`config.mk`:
```
export PLATFORM = sky130hd
export DESIGN_NAME = ca_cfar_detector_top_flat
export DESIGN_NICKNAME = d
export VERILOG_FILES = /design/src/rtl/core/cacfar_pkg.sv /design/src/rtl/core/ca_cfar_ifs.sv /design/src/rtl/core/cacfar_ctrl.sv /design/src/rtl/core/cacfar_dp.sv /design/src/rtl/core/ca_cfar_detector_top.sv /design/src/flat_wrapper.sv
export VERILOG_INCLUDE_DIRS = /design/src /design/src/rtl/core
export SDC_FILE = /design/constraint.sdc
export NUM_CORES = 2
export LEC_CHECK = 0
export BUFFER_PORTS_ARGS = -buffer_cell sky130_fd_sc_hd__clkbuf_2
export CAP_MARGIN = 25
export CORE_MARGIN = 2
export CORE_UTILIZATION = 47
export DETAILED_ROUTE_END_ITERATION = 10
export GPL_TIMING_DRIVEN = 0
export HOLD_SLACK_MARGIN = 0.06
export SETUP_SLACK_MARGIN = 0.05
export SLEW_MARGIN = 15
export SYNTH_ARGS = -nofsm -noshare
export SYNTH_HDL_FRONTEND = slang
export SYNTH_HIERARCHICAL = 1
export SYNTH_SLANG_ARGS = --single-unit
export TNS_END_PERCENT = 30
```
`constraint.sdc`:
```
create_clock -name clk -period 8.9 [get_ports clk]
set_clock_uncertainty 0.05 [all_clocks]
set_input_delay 1.78 -clock clk [delete_from_list [all_inputs] [get_ports clk]]
set_output_delay 1.78 -clock clk [all_outputs]
set_load 0.05 [all_outputs]
```
`src/rtl/core/assert_macros.svh`:
```
// assertion macros for the cfar rtl, used by the sequencer
`ifndef ASSERT_MACROS_SVH
`define ASSERT_MACROS_SVH

// clocked assertion, masked while reset is asserted
`define CFAR_ASSERT(label, prop, msg) \
	label: assert property (@(posedge clk) disable iff (!arst_n) prop) else $error(msg);

// clocked assertion that also holds during reset
`define CFAR_ASSERT_ALWAYS(label, prop, msg) \
	label: assert property (@(posedge clk) prop) else $error(msg);

`endif

```
`src/rtl/core/cacfar_pkg.sv`:
```
// package for the cell-averaging cfar detector: constants, state, command and status types
package cacfar_pkg;

	localparam int MAX_TRAIN = 16;
	localparam int MAX_GUARD = 8;
	localparam int DL_DEPTH  = 2 * (MAX_TRAIN + MAX_GUARD) + 1;
	localparam int DL_AW     = 6;
	localparam int TBL_DEPTH = 2 * MAX_TRAIN + 1;
	localparam logic [12:0] SEEN_CAP = 13'd4145;

	localparam logic       OP_TABLE  = 1'b0;
	localparam logic       OP_SAMPLE = 1'b1;
	localparam logic [4:0] REG_TRAIN = 5'd0;
	localparam logic [4:0] REG_GUARD = 5'd1;

	typedef enum logic [2:0] {
		ST_IDLE,
		ST_VAL,
		ST_ACC,
		ST_DRAIN,
		ST_TAB,
		ST_MUL1,
		ST_MUL2,
		ST_EMIT
	} ctl_state_t;

	typedef struct packed {
		logic       push;
		logic       tbl_wr;
		logic       rd_val;
		logic       rd_win;
		logic       rd_tab;
		logic       mul1;
		logic       mul2;
		logic       emit;
		logic       final_cell;
		logic [4:0] k;
		logic [4:0] i;
		logic [4:0] tr;
		logic [3:0] gd;
	} dp_cmd_t;

	typedef struct packed {
		logic [12:0] seen;
		logic        out_free;
	} dp_status_t;

endpackage

```
`src/rtl/core/ca_cfar_ifs.sv`:
```
// request and result channel interfaces of the cfar detector
interface ca_cfar_feed_if;
	logic        valid;
	logic        ready;
	logic        op;
	logic [15:0] sample_value;
	logic        last_sample;
	logic [5:0]  table_index;
	logic [31:0] table_value;

	modport source (output valid, op, sample_value, last_sample, table_index, table_value,
		input ready);
	modport sink (input valid, op, sample_value, last_sample, table_index, table_value,
		output ready);
endinterface

interface ca_cfar_result_if;
	logic        valid;
	logic        ready;
	logic [11:0] cell_index;
	logic [15:0] cell_value;
	logic [20:0] window_sum;
	logic [5:0]  used_cells;
	logic        detected;
	logic        last_result;

	modport source (output valid, cell_index, cell_value, window_sum, used_cells, detected,
		last_result, input ready);
	modport sink (input valid, cell_index, cell_value, window_sum, used_cells, detected,
		last_result, output ready);
endinterface

```
`src/rtl/core/cacfar_ctrl.sv`:
```
// cfar sequencer: config registers, cell and window counters, state machine
module cacfar_ctrl (
	input  logic                   clk,
	input  logic                   arst_n,
	input  logic                   cfg_we,
	input  logic [4:0]             cfg_index,
	input  logic [4:0]             cfg_data,
	input  logic                   req_valid,
	input  logic                   req_op,
	input  logic                   req_last,
	output logic                   req_ready,
	input  cacfar_pkg::dp_status_t status,
	output cacfar_pkg::dp_cmd_t    cmd
);
	import cacfar_pkg::*;
	`include "assert_macros.svh"

	ctl_state_t state_q, state_d;
	logic [4:0] train_q;
	logic [3:0] guard_q;
	logic [4:0] tr, k_q, i_q;
	logic [3:0] gd;
	logic [4:0] d;
	logic       last_q;
	logic       accept;
	logic       more;

	assign tr = (train_q > 5'(MAX_TRAIN)) ? 5'(MAX_TRAIN) : train_q;
	assign gd = (guard_q > 4'(MAX_GUARD)) ? 4'(MAX_GUARD) : guard_q;
	assign d  = tr + {1'b0, gd};
	assign req_ready = (state_q == ST_IDLE);
	assign accept = req_valid && req_ready;
	assign more = last_q && (k_q != 5'd0);

	always_ff @(posedge clk or negedge arst_n) begin
		if (!arst_n) begin
			train_q <= 5'd8;
			guard_q <= 4'd2;
		end else if (cfg_we) begin
			if (cfg_index == REG_TRAIN) train_q <= cfg_data;
			if (cfg_index == REG_GUARD) guard_q <= cfg_data[3:0];
		end
	end

	always_comb begin
		state_d = state_q;
		unique case (state_q)
			ST_IDLE: begin
				if (accept && req_op == OP_SAMPLE &&
					(req_last || status.seen >= {8'b0, d})) state_d = ST_VAL;
			end
			ST_VAL:   state_d = (tr == 5'd0) ? ST_DRAIN : ST_ACC;
			ST_ACC:   state_d = (i_q == tr) ? ST_DRAIN : ST_ACC;
			ST_DRAIN: state_d = ST_TAB;
			ST_TAB:   state_d = ST_MUL1;
			ST_MUL1:  state_d = ST_MUL2;
			ST_MUL2:  state_d = ST_EMIT;
			ST_EMIT: begin
				if (status.out_free) state_d = more ? ST_VAL : ST_IDLE;
			end
			default:  state_d = ST_IDLE;
		endcase
	end

	always_ff @(posedge clk or negedge arst_n) begin
		if (!arst_n) begin
			state_q <= ST_IDLE;
			k_q     <= 5'd0;
			i_q     <= 5'd0;
			last_q  <= 1'b0;
		end else begin
			state_q <= state_d;
			if (accept && req_op == OP_SAMPLE) begin
				last_q <= req_last;
				if (req_last && status.seen < {8'b0, d}) k_q <= status.seen[4:0];
				else k_q <= d;
			end
			if (state_q == ST_VAL) i_q <= 5'd1;
			else if (state_q == ST_ACC && i_q != tr) i_q <= i_q + 5'd1;
			if (state_q == ST_EMIT && status.out_free && more) k_q <= k_q - 5'd1;
		end
	end

	always_comb begin
		cmd            = '0;
		cmd.push       = accept && req_op == OP_SAMPLE;
		cmd.tbl_wr     = accept && req_op == OP_TABLE;
		cmd.rd_val     = (state_q == ST_VAL);
		cmd.rd_win     = (state_q == ST_ACC);
		cmd.rd_tab     = (state_q == ST_TAB);
		cmd.mul1       = (state_q == ST_MUL1);
		cmd.mul2       = (state_q == ST_MUL2);
		cmd.emit       = (state_q == ST_EMIT) && status.out_free;
		cmd.final_cell = last_q && (k_q == 5'd0);
		cmd.k          = k_q;
		cmd.i          = i_q;
		cmd.tr         = tr;
		cmd.gd         = gd;
	end

	`CFAR_ASSERT(a_emit_free, cmd.emit |-> status.out_free, "result emitted into a full register")
	`CFAR_ASSERT(a_k_range, (state_q != ST_IDLE) |-> (k_q <= d), "tested cell beyond window")
	`CFAR_ASSERT(a_final_idle, (cmd.emit && cmd.final_cell) |=> (state_q == ST_IDLE), "flush did not end")
	`CFAR_ASSERT(a_win_count, (state_q == ST_ACC) |-> (i_q >= 5'd1 && i_q <= tr), "window index out of range")

endmodule

```
`src/rtl/core/cacfar_dp.sv`:
```
// cfar datapath: sample ring, multiplier table, window accumulation, threshold test, result register
module cacfar_dp (
	input  logic                   clk,
	input  logic                   arst_n,
	input  cacfar_pkg::dp_cmd_t    cmd,
	output cacfar_pkg::dp_status_t status,
	input  logic [15:0]            sample_value,
	input  logic [5:0]             table_index,
	input  logic [31:0]            table_value,
	output logic                   res_valid,
	input  logic                   res_ready,
	output logic [11:0]            cell_index,
	output logic [15:0]            cell_value,
	output logic [20:0]            window_sum,
	output logic [5:0]             used_cells,
	output logic                   detected,
	output logic                   last_result
);
	import cacfar_pkg::*;

	logic [15:0] ring [2**DL_AW];
	logic [31:0] mult_tbl [TBL_DEPTH];

	logic [DL_AW-1:0] wp_q, addr_a, addr_b;
	logic [12:0] seen_q, n_q;
	logic [15:0] rd_a_q, rd_b_q, value_q;
	logic        val_s1, lv_s1, rv_s1;
	logic [20:0] sum_q;
	logic [5:0]  cnt_q;
	logic [31:0] alpha_q;
	logic [36:0] plo_q, phi_q;
	logic [21:0] vc_q;
	logic [5:0]  off, rgap;
	logic        lvalid, rvalid;
	logic [53:0] lhs, rhs;
	logic        target;
	logic        ovalid_q;
	logic [11:0] cidx_q;

	assign off    = {1'b0, cmd.k} + {2'b0, cmd.gd} + {1'b0, cmd.i};
	assign rgap   = {2'b0, cmd.gd} + {1'b0, cmd.i};
	assign lvalid = ({7'b0, off} <= n_q) && (off < 6'(DL_DEPTH));
	assign rvalid = ({1'b0, cmd.k} >= rgap);
	assign addr_a = cmd.rd_val ? (wp_q - DL_AW'(cmd.k)) : (wp_q - off);
	assign addr_b = wp_q - ({1'b0, cmd.k} - rgap);

	always_ff @(posedge clk) begin
		if (cmd.push) ring[wp_q + DL_AW'(1)] <= sample_value;
		rd_a_q <= ring[addr_a];
		rd_b_q <= ring[addr_b];
		if (cmd.tbl_wr && table_index < 6'(TBL_DEPTH)) mult_tbl[table_index] <= table_value;
		if (cmd.rd_tab) alpha_q <= mult_tbl[cnt_q];
	end

	always_ff @(posedge clk or negedge arst_n) begin
		if (!arst_n) begin
			wp_q   <= '0;
			seen_q <= '0;
			n_q    <= '0;
		end else if (cmd.push) begin
			wp_q   <= wp_q + DL_AW'(1);
			n_q    <= seen_q;
			seen_q <= (seen_q < SEEN_CAP) ? seen_q + 13'd1 : seen_q;
		end else if (cmd.emit && cmd.final_cell) begin
			seen_q <= '0;
		end
	end

	always_ff @(posedge clk or negedge arst_n) begin
		if (!arst_n) begin
			val_s1 <= 1'b0;
			lv_s1  <= 1'b0;
			rv_s1  <= 1'b0;
		end else begin
			val_s1 <= cmd.rd_val;
			lv_s1  <= cmd.rd_win && lvalid;
			rv_s1  <= cmd.rd_win && rvalid;
		end
	end

	always_ff @(posedge clk) begin
		if (cmd.rd_val) begin
			sum_q <= '0;
			cnt_q <= '0;
		end else begin
			sum_q <= sum_q + (lv_s1 ? {5'b0, rd_a_q} : 21'd0) + (rv_s1 ? {5'b0, rd_b_q} : 21'd0);
			cnt_q <= cnt_q + {5'b0, lv_s1} + {5'b0, rv_s1};
		end
		if (val_s1) value_q <= rd_a_q;
		if (cmd.mul1) begin
			plo_q <= sum_q * alpha_q[15:0];
			vc_q  <= value_q * cnt_q;
		end
		if (cmd.mul2) phi_q <= sum_q * alpha_q[31:16];
	end

	assign lhs    = {16'b0, vc_q, 16'b0};
	assign rhs    = {1'b0, phi_q, 16'b0} + {17'b0, plo_q};
	assign target = (cnt_q == 6'd0) ? (value_q != 16'd0) : (lhs > rhs);

	always_ff @(posedge clk or negedge arst_n) begin
		if (!arst_n) begin
			ovalid_q <= 1'b0;
			cidx_q   <= '0;
		end else begin
			if (cmd.emit) begin
				ovalid_q <= 1'b1;
				cidx_q   <= cmd.final_cell ? 12'd0 : cidx_q + 12'd1;
			end else if (res_ready) begin
				ovalid_q <= 1'b0;
			end
		end
	end

	always_ff @(posedge clk) begin
		if (cmd.emit) begin
			cell_index  <= cidx_q;
			cell_value  <= value_q;
			window_sum  <= sum_q;
			used_cells  <= cnt_q;
			detected    <= target;
			last_result <= cmd.final_cell;
		end
	end

	assign res_valid       = ovalid_q;
	assign status.out_free = !ovalid_q || res_ready;
	assign status.seen     = seen_q;

endmodule

```
`src/rtl/core/ca_cfar_detector_top.sv`:
```
// top level of the cell-averaging cfar detector
// Each sample request tests zero or one cell, or on the last sample of a profile every
// remaining cell, oldest first. Each tested cell needs one pair of reads per training
// distance (train_cells, capped at 16) from the two-port sample ring plus the value read,
// the table read and the two-step split threshold multiply, and it waits while the output
// register still holds an unaccepted result. The block takes no request until the last of
// its results is in the output register. A table write leaves the block ready for the next
// request. The output register lets a result wait while the next cell is worked on.
module ca_cfar_detector_top (
	input  logic      clk,
	input  logic      arst_n,
	input  logic      cfg_we,
	input  logic [4:0] cfg_index,
	input  logic [4:0] cfg_data,
	ca_cfar_feed_if.sink     feed,
	ca_cfar_result_if.source result
);
	import cacfar_pkg::*;

	dp_cmd_t    cmd;
	dp_status_t status;

	cacfar_ctrl u_ctrl (
		.clk       (clk),
		.arst_n    (arst_n),
		.cfg_we    (cfg_we),
		.cfg_index (cfg_index),
		.cfg_data  (cfg_data),
		.req_valid (feed.valid),
		.req_op    (feed.op),
		.req_last  (feed.last_sample),
		.req_ready (feed.ready),
		.status    (status),
		.cmd       (cmd)
	);

	cacfar_dp u_dp (
		.clk          (clk),
		.arst_n       (arst_n),
		.cmd          (cmd),
		.status       (status),
		.sample_value (feed.sample_value),
		.table_index  (feed.table_index),
		.table_value  (feed.table_value),
		.res_valid    (result.valid),
		.res_ready    (result.ready),
		.cell_index   (result.cell_index),
		.cell_value   (result.cell_value),
		.window_sum   (result.window_sum),
		.used_cells   (result.used_cells),
		.detected     (result.detected),
		.last_result  (result.last_result)
	);

endmodule

```
`src/flat_wrapper.sv`:
```
// flat-port wrapper written by rule: the top's interface ports become plain ports
module ca_cfar_detector_top_flat import cacfar_pkg::*;
  (clk, arst_n, cfg_we, cfg_index, cfg_data, feed_valid, feed_op, feed_sample_value, feed_last_sample, feed_table_index, feed_table_value, feed_ready, result_valid, result_cell_index, result_cell_value, result_window_sum, result_used_cells, result_detected, result_last_result, result_ready);
  ca_cfar_feed_if feed_i ();
  ca_cfar_result_if result_i ();
  input  logic clk;
  input  logic arst_n;
  input  logic cfg_we;
  input  logic [4:0] cfg_index;
  input  logic [4:0] cfg_data;
  input wire logic [$bits(feed_i.valid)-1:0] feed_valid;
  input wire logic [$bits(feed_i.op)-1:0] feed_op;
  input wire logic [$bits(feed_i.sample_value)-1:0] feed_sample_value;
  input wire logic [$bits(feed_i.last_sample)-1:0] feed_last_sample;
  input wire logic [$bits(feed_i.table_index)-1:0] feed_table_index;
  input wire logic [$bits(feed_i.table_value)-1:0] feed_table_value;
  output wire logic [$bits(feed_i.ready)-1:0] feed_ready;
  output wire logic [$bits(result_i.valid)-1:0] result_valid;
  output wire logic [$bits(result_i.cell_index)-1:0] result_cell_index;
  output wire logic [$bits(result_i.cell_value)-1:0] result_cell_value;
  output wire logic [$bits(result_i.window_sum)-1:0] result_window_sum;
  output wire logic [$bits(result_i.used_cells)-1:0] result_used_cells;
  output wire logic [$bits(result_i.detected)-1:0] result_detected;
  output wire logic [$bits(result_i.last_result)-1:0] result_last_result;
  input wire logic [$bits(result_i.ready)-1:0] result_ready;
  assign feed_i.valid = feed_valid;
  assign feed_i.op = feed_op;
  assign feed_i.sample_value = feed_sample_value;
  assign feed_i.last_sample = feed_last_sample;
  assign feed_i.table_index = feed_table_index;
  assign feed_i.table_value = feed_table_value;
  assign feed_ready = feed_i.ready;
  assign result_valid = result_i.valid;
  assign result_cell_index = result_i.cell_index;
  assign result_cell_value = result_i.cell_value;
  assign result_window_sum = result_i.window_sum;
  assign result_used_cells = result_i.used_cells;
  assign result_detected = result_i.detected;
  assign result_last_result = result_i.last_result;
  assign result_i.ready = result_ready;
  ca_cfar_detector_top u_core (.clk(clk), .arst_n(arst_n), .cfg_we(cfg_we), .cfg_index(cfg_index), .cfg_data(cfg_data), .feed(feed_i), .result(result_i));
endmodule
```
After elaboration in Yosys (flattened, before gate mapping)
Memory sizes are Yosys's and may differ from the RTL's. A register that Yosys moved wholly into a read port is not among the register bits. Index checks and enable logic that the tools add are counted.

Bits of input ports: 71. Flip-flop bits (word level): 267. RAM bits: 2080. Memory bits (read-only): 0. Memories: 2. Latch bits: 0.

Bitwise logic cells: 1. Divide/modulo/power cells: 0. Add/sub/neg operators: 18. Multipliers: 3. Order comparisons: 10. Shifts and indexed selects: 0. Eq/ne operators: 13. Muxes and demuxes: 27. Reductions and logical operators: 33.

Memories: u_core.u_dp.mult_tbl (words 33, width 32, rd ports 1, clocked after memory_dff 1, write ports 1, line cacfar_dp.sv:22) `logic [31:0] mult_tbl [TBL_DEPTH];`; u_core.u_dp.ring (words 64, width 16, rd ports 2, clocked after memory_dff 2, write ports 1, line cacfar_dp.sv:21) `logic [15:0] ring [2**DL_AW];`.

Operators with widths (count): 21-bit by 16-bit multiplier with 37-bit output (2); 53-bit by 37-bit adder with 54-bit output (1); 38-bit by 54-bit > comparator with 1-bit output (1); 21-bit by 16-bit adder with 21-bit output (2); 13-bit 2-to-1 mux (3); 16-bit 2-to-1 mux (2); 5-bit 2-to-1 mux (6); 3-bit one-hot mux with 8 select lines (1); 16-bit by 6-bit multiplier with 22-bit output (1); 16-bit nonzero test (1); 1-bit logical AND (15); 5-bit logical NOT (3); 13-bit by 1-bit adder with 13-bit output, second input constant (1); 13-bit by 5-bit >= comparator with 1-bit output (1); 6-bit by 13-bit <= comparator with 1-bit output (1); 13-bit < comparator, second input constant (1); 13-bit by 5-bit < comparator with 1-bit output (1); 12-bit by 1-bit adder with 12-bit output, second input constant (1); 6-bit by 1-bit adder with 6-bit output (2); 3-bit equality test, second input constant (4); 6-bit < comparator, second input constant (2); 12-bit 2-to-1 mux (1); 6-bit subtractor (2); 1-bit 2-to-1 mux (10); 30 further kinds (40).

Logic depth before layout (Yosys ltp)
Word-level depth: 8. Mapped depth: 26.

Modules after synthesis
Netlist, hierarchy kept.

By module, submodules not included: cacfar_dp (instances 1, cells each 7519, area an instance 125326.4 um^2); cacfar_ctrl (instances 1, cells each 176, area an instance 1691.6 um^2).

Worst setup path before layout
Ideal clock, no wire load.

Path kind: register -> register. Start point: register u_core.u_dp.sum_q[13]. End point: register u_core.u_dp.phi_q[33], data pin. Arrival time: 6.235 ns. Slack: 2.356 ns. Setup time: 0.260 ns. Period minus slack after synthesis: 6.544 ns. Stages on the path, launching flop included: 25. Cell sequence: dfxtp_1 > clkbuf_1 > nand2_1 > fa_1 > inv_1 > fa_1 > inv_1 > fa_1 > inv_1 > fa_1 > inv_1 > fa_1 > inv_1 > fa_1 > ha_1 > a21oi_1 > o21ai_0 > a21o_1 > a2111oi_2 > o211ai_1 > a31oi_2 > o21ai_1 > a311o_1 > a21oi_1 > xnor2_1.

Word-level cells in the longest chain between the ends: 1.

RTL lines: start: declaration (line cacfar_dp.sv:28) `logic [20:0] sum_q;`; start signal: assignment (line cacfar_dp.sv:86) `sum_q <= sum_q + (lv_s1 ? {5'b0, rd_a_q} : 21'd0) + (rv_s1 ? {5'b0, rd_b_q} : 21'd0);`; 21-bit by 16-bit multiplier with 37-bit output (line cacfar_dp.sv:94) `if (cmd.mul2) phi_q <= sum_q * alpha_q[31:16];`; end signal: assignment (line cacfar_dp.sv:94); end: declaration (line cacfar_dp.sv:31) `logic [36:0] plo_q, phi_q;`.

No other way between the ends. A chain may end at the register's enable or synchronous reset.

Final worst setup path
Start point: register u_core.u_dp.sum_q[9]. End point: register u_core.u_dp.plo_q[35], data pin.

Word-level cells in the longest chain between the ends: 1.

RTL lines: 21-bit by 16-bit multiplier with 37-bit output (line cacfar_dp.sv:91) `plo_q <= sum_q * alpha_q[15:0];`; end signal: assignment (line cacfar_dp.sv:91); end: declaration (line cacfar_dp.sv:31).

No other way between the ends.

==> summary.txt <==
Status
  – Run status: completed

Route
  – Vias: 73,600
  – Iteration-0 DRC Markers: ~8,000
  – Routed vias/inst: 6.10
  – Post-route ant nets: 0
  – Avg WL per Cell: 31.0 um
  – Drt pass-1 iters: 8
  – WL final: 374,000 um
  – # DRC: 0

CTS
  – CTS Buf Count: between 200 and 300
  – Post-CTS setup buffer count: 0
  – Clock Root Buffer: clkbuf_16
  – CTS sink count: 2,411
  – CTS tree: yes
  – Clock latency on the worst-skew pair: 0.93 ns
  – CTS max path bufs: 4
  – H-tree lvl count: 5
  – Clock transition at path regs: 0.06 ns

Global route
  – Largest net degree at the start of global routing: 65
  – Initial antenna violation count: 37
  – First-pass GRT wire length: 537,000 um
  – Grt total ovfl: 0
  – Vias in the first global route: roughly 75,000
  – Tot GR Track Use: 0.275

Worst setup path
  – CP Capture Type: register
  – Worst Path Max Fanout: 10
  – WP data required: about 9.5 ns
  – Max stage delay on crit path: 0.78 ns
  – Most frequent CP cell: fa_1
  – CP Launch Type: register
  – Critical Path AT: about 9.1 ns
  – WS Path Type: register to register
  – Crit-path slowest cell: dfxtp_1

Placed design
  – Dpl hpwl: 277,000 um
  – Dpl cell area: 0.135 sq mm
  – Placer's final routability congestion estimate: between 0.9 and 1
  – Port-buffer cells: between 100 and 150

Floorplanning
  – Die X: 524 um
  – Starting density of the core: 0.473
  – Core Region: about 0.27 sq mm
  – DIE AREA: 0.274 sq mm
  – I/O pin count: 130
  – Die Ht: ~520 um
  – Row Count: 190

Finish
  – Fin area: between 0.1 and 0.15 sq mm
  – Final core utilization: 0.538
  – Syn-to-layout area delta: 13.7%
  – Net count, final: 9,336
  – Layout cells sized above 1: 0.224

Synth
  – Post-synth net total: 8,736
  – Yosys synthesis warning count: 6
  – Cells after Synth: between 7,000 and 8,000
  – Cell Area, Synth: around 0.13 sq mm
  – Post-Syn Area per Cell: 16.5 sq um

STA
  – Final Max Tran Viols: 0
  – Fin crit period: 8.53 ns
  – Final setup vio count: 0
  – RSZ-0062 raised after global routing: false
  – Hold WS: 0.394 ns
  – Post-route setup TNS: 0 ns
  – Worst-margin pin slew: 1.26 ns
  – Final worst-path cycle share: 0.958
  – FMAX: 0.117 GHz
  – Slew headroom: 0.159
  – Final hold viol count: 0

Run
  – MaxCap Viol Count: 0

Min path
  – Min-delay worst type: register to register
-- state kept, by name, summed over array words and instances (netlist names), 6 cells and up --
name and flops:
u_core/u_dp/mult_tbl 1056, u_core/u_dp/ring 1024, u_core/u_dp/phi_q 37, u_core/u_dp/plo_q 37
u_core/u_dp/alpha_q 32, u_core/u_dp/vc_q 22, u_core/u_dp/sum_q 21, u_core/u_dp/window_sum 21
u_core/u_dp/cell_value 16, u_core/u_dp/rd_a_q 16, u_core/u_dp/rd_b_q 16, u_core/u_dp/value_q 16
u_core/u_dp/n_q 13, u_core/u_dp/seen_q 13, u_core/u_dp/cell_index 12, u_core/u_dp/cidx_q 12
u_core/u_dp/cnt_q 6, u_core/u_dp/used_cells 6, u_core/u_dp/wp_q 6
-- worst paths after layout --
check | cells after the start | startpoint | end | slack [ns]
worst max-delay path | 25 | u_core/u_dp/sum_q[9] | u_core/u_dp/plo_q[35] | 0.37
worst min-delay path | 0 | u_core/u_dp/rd_a_q[14] | u_core/u_dp/value_q[14] | 0.39
worst max register to register | 25 | u_core/u_dp/sum_q[9] | u_core/u_dp/plo_q[35] | 0.37
worst min register to register | 0 | u_core/u_dp/rd_a_q[14] | u_core/u_dp/value_q[14] | 0.39
max in group asynchronous | 2 | arst_n | u_core/u_ctrl/guard_q[1] | 7.26
min in group asynchronous | 1 | arst_n | u_core/u_dp/res_valid | 0.87
-- area by class of cell --
| type | count | area (sq um) |
|---|---|---|
| clock buffer | 324 | 7060 |
| fill | 21300 | 124000 |
| timing repair buffer | 332 | 3830 |
| tap | 3552 | 4440 |
| sequential | 2411 | 71500 |
| multi-input combinational | 4115 | 51700 |
| antenna | 9 | 22.5 |
| buffer | 409 | 1590 |
| clock inverter | 150 | 1520 |
| inverter | 759 | 2850 |
-- layout by cell type, fill, tap and decap left out, types with 21 or more instances in the layout --
cell	count
a211oi_1	32
a21o_1	64
a21oi_1	136
and2_1	327
and3_1	21
buf_1	62
buf_12	30
buf_16	27
buf_2	23
buf_6	78
buf_8	55
clkbuf_1	357
clkbuf_16	274
clkbuf_2	125
clkbuf_4	21
clkinv_1	43
clkinv_2	47
dfrtp_1	69
dfxtp_1	59
edfxtp_1	2281
fa_1	618
ha_1	353
inv_1	758
mux2_2	22
mux2i_1	58
mux4_2	976
nand2_1	610
nand2b_1	31
nand3_1	67
nand4_1	28
nor2_1	121
nor2_2	56
nor2_4	41
nor2b_1	50
nor3_1	28
o21ai_0	92
o21bai_1	21
xnor2_1	100
xor2_1	57
-- what timing repair did --
item	4_1_cts	5_1_grt
endpoints found under the hold margin	0	0
hold buffers	0	0
resized for setup	2	15
setup endpoints to repair	1	2
-- per-stage QoR --
step / setup slack [ns] / instances
floorplan: 2.36 / 7694
global placement: 0.0895 / 11400
detailed placement: 0.0729 / 11500
CTS: 0.152 / 12000
global route: 0.0715 / 12100
finish: 0.375 / 12100
-- worst max-delay path: cells and delay by family (launching register included) --
family | cells | cell delay [ns]
buffers and inverters | 7 | 1.39
xor gates and xnor gates | 1 | 0.29
and+or+nand+nor | 5 | 0.87
DFF | 1 | 0.78
AOI/OAI and AO/OA | 5 | 1.56
adders and majority gates | 7 | 3.35
-- routing by layer --
metal / part of all wire / global-route usage / wire length (um)
met1: 0.41 / 0.394 / 153000
met2: 0.46 / 0.420 / 171000
met3: 0.10 / 0.0644 / 37700
met4: 0.033 / 0.0837 / 12400
met5: 0.00014 / 0 / 54
Power is left out: the tool's default activity adds up to more than one toggle a clock period on the data nets, which glitch-free logic cannot reach.
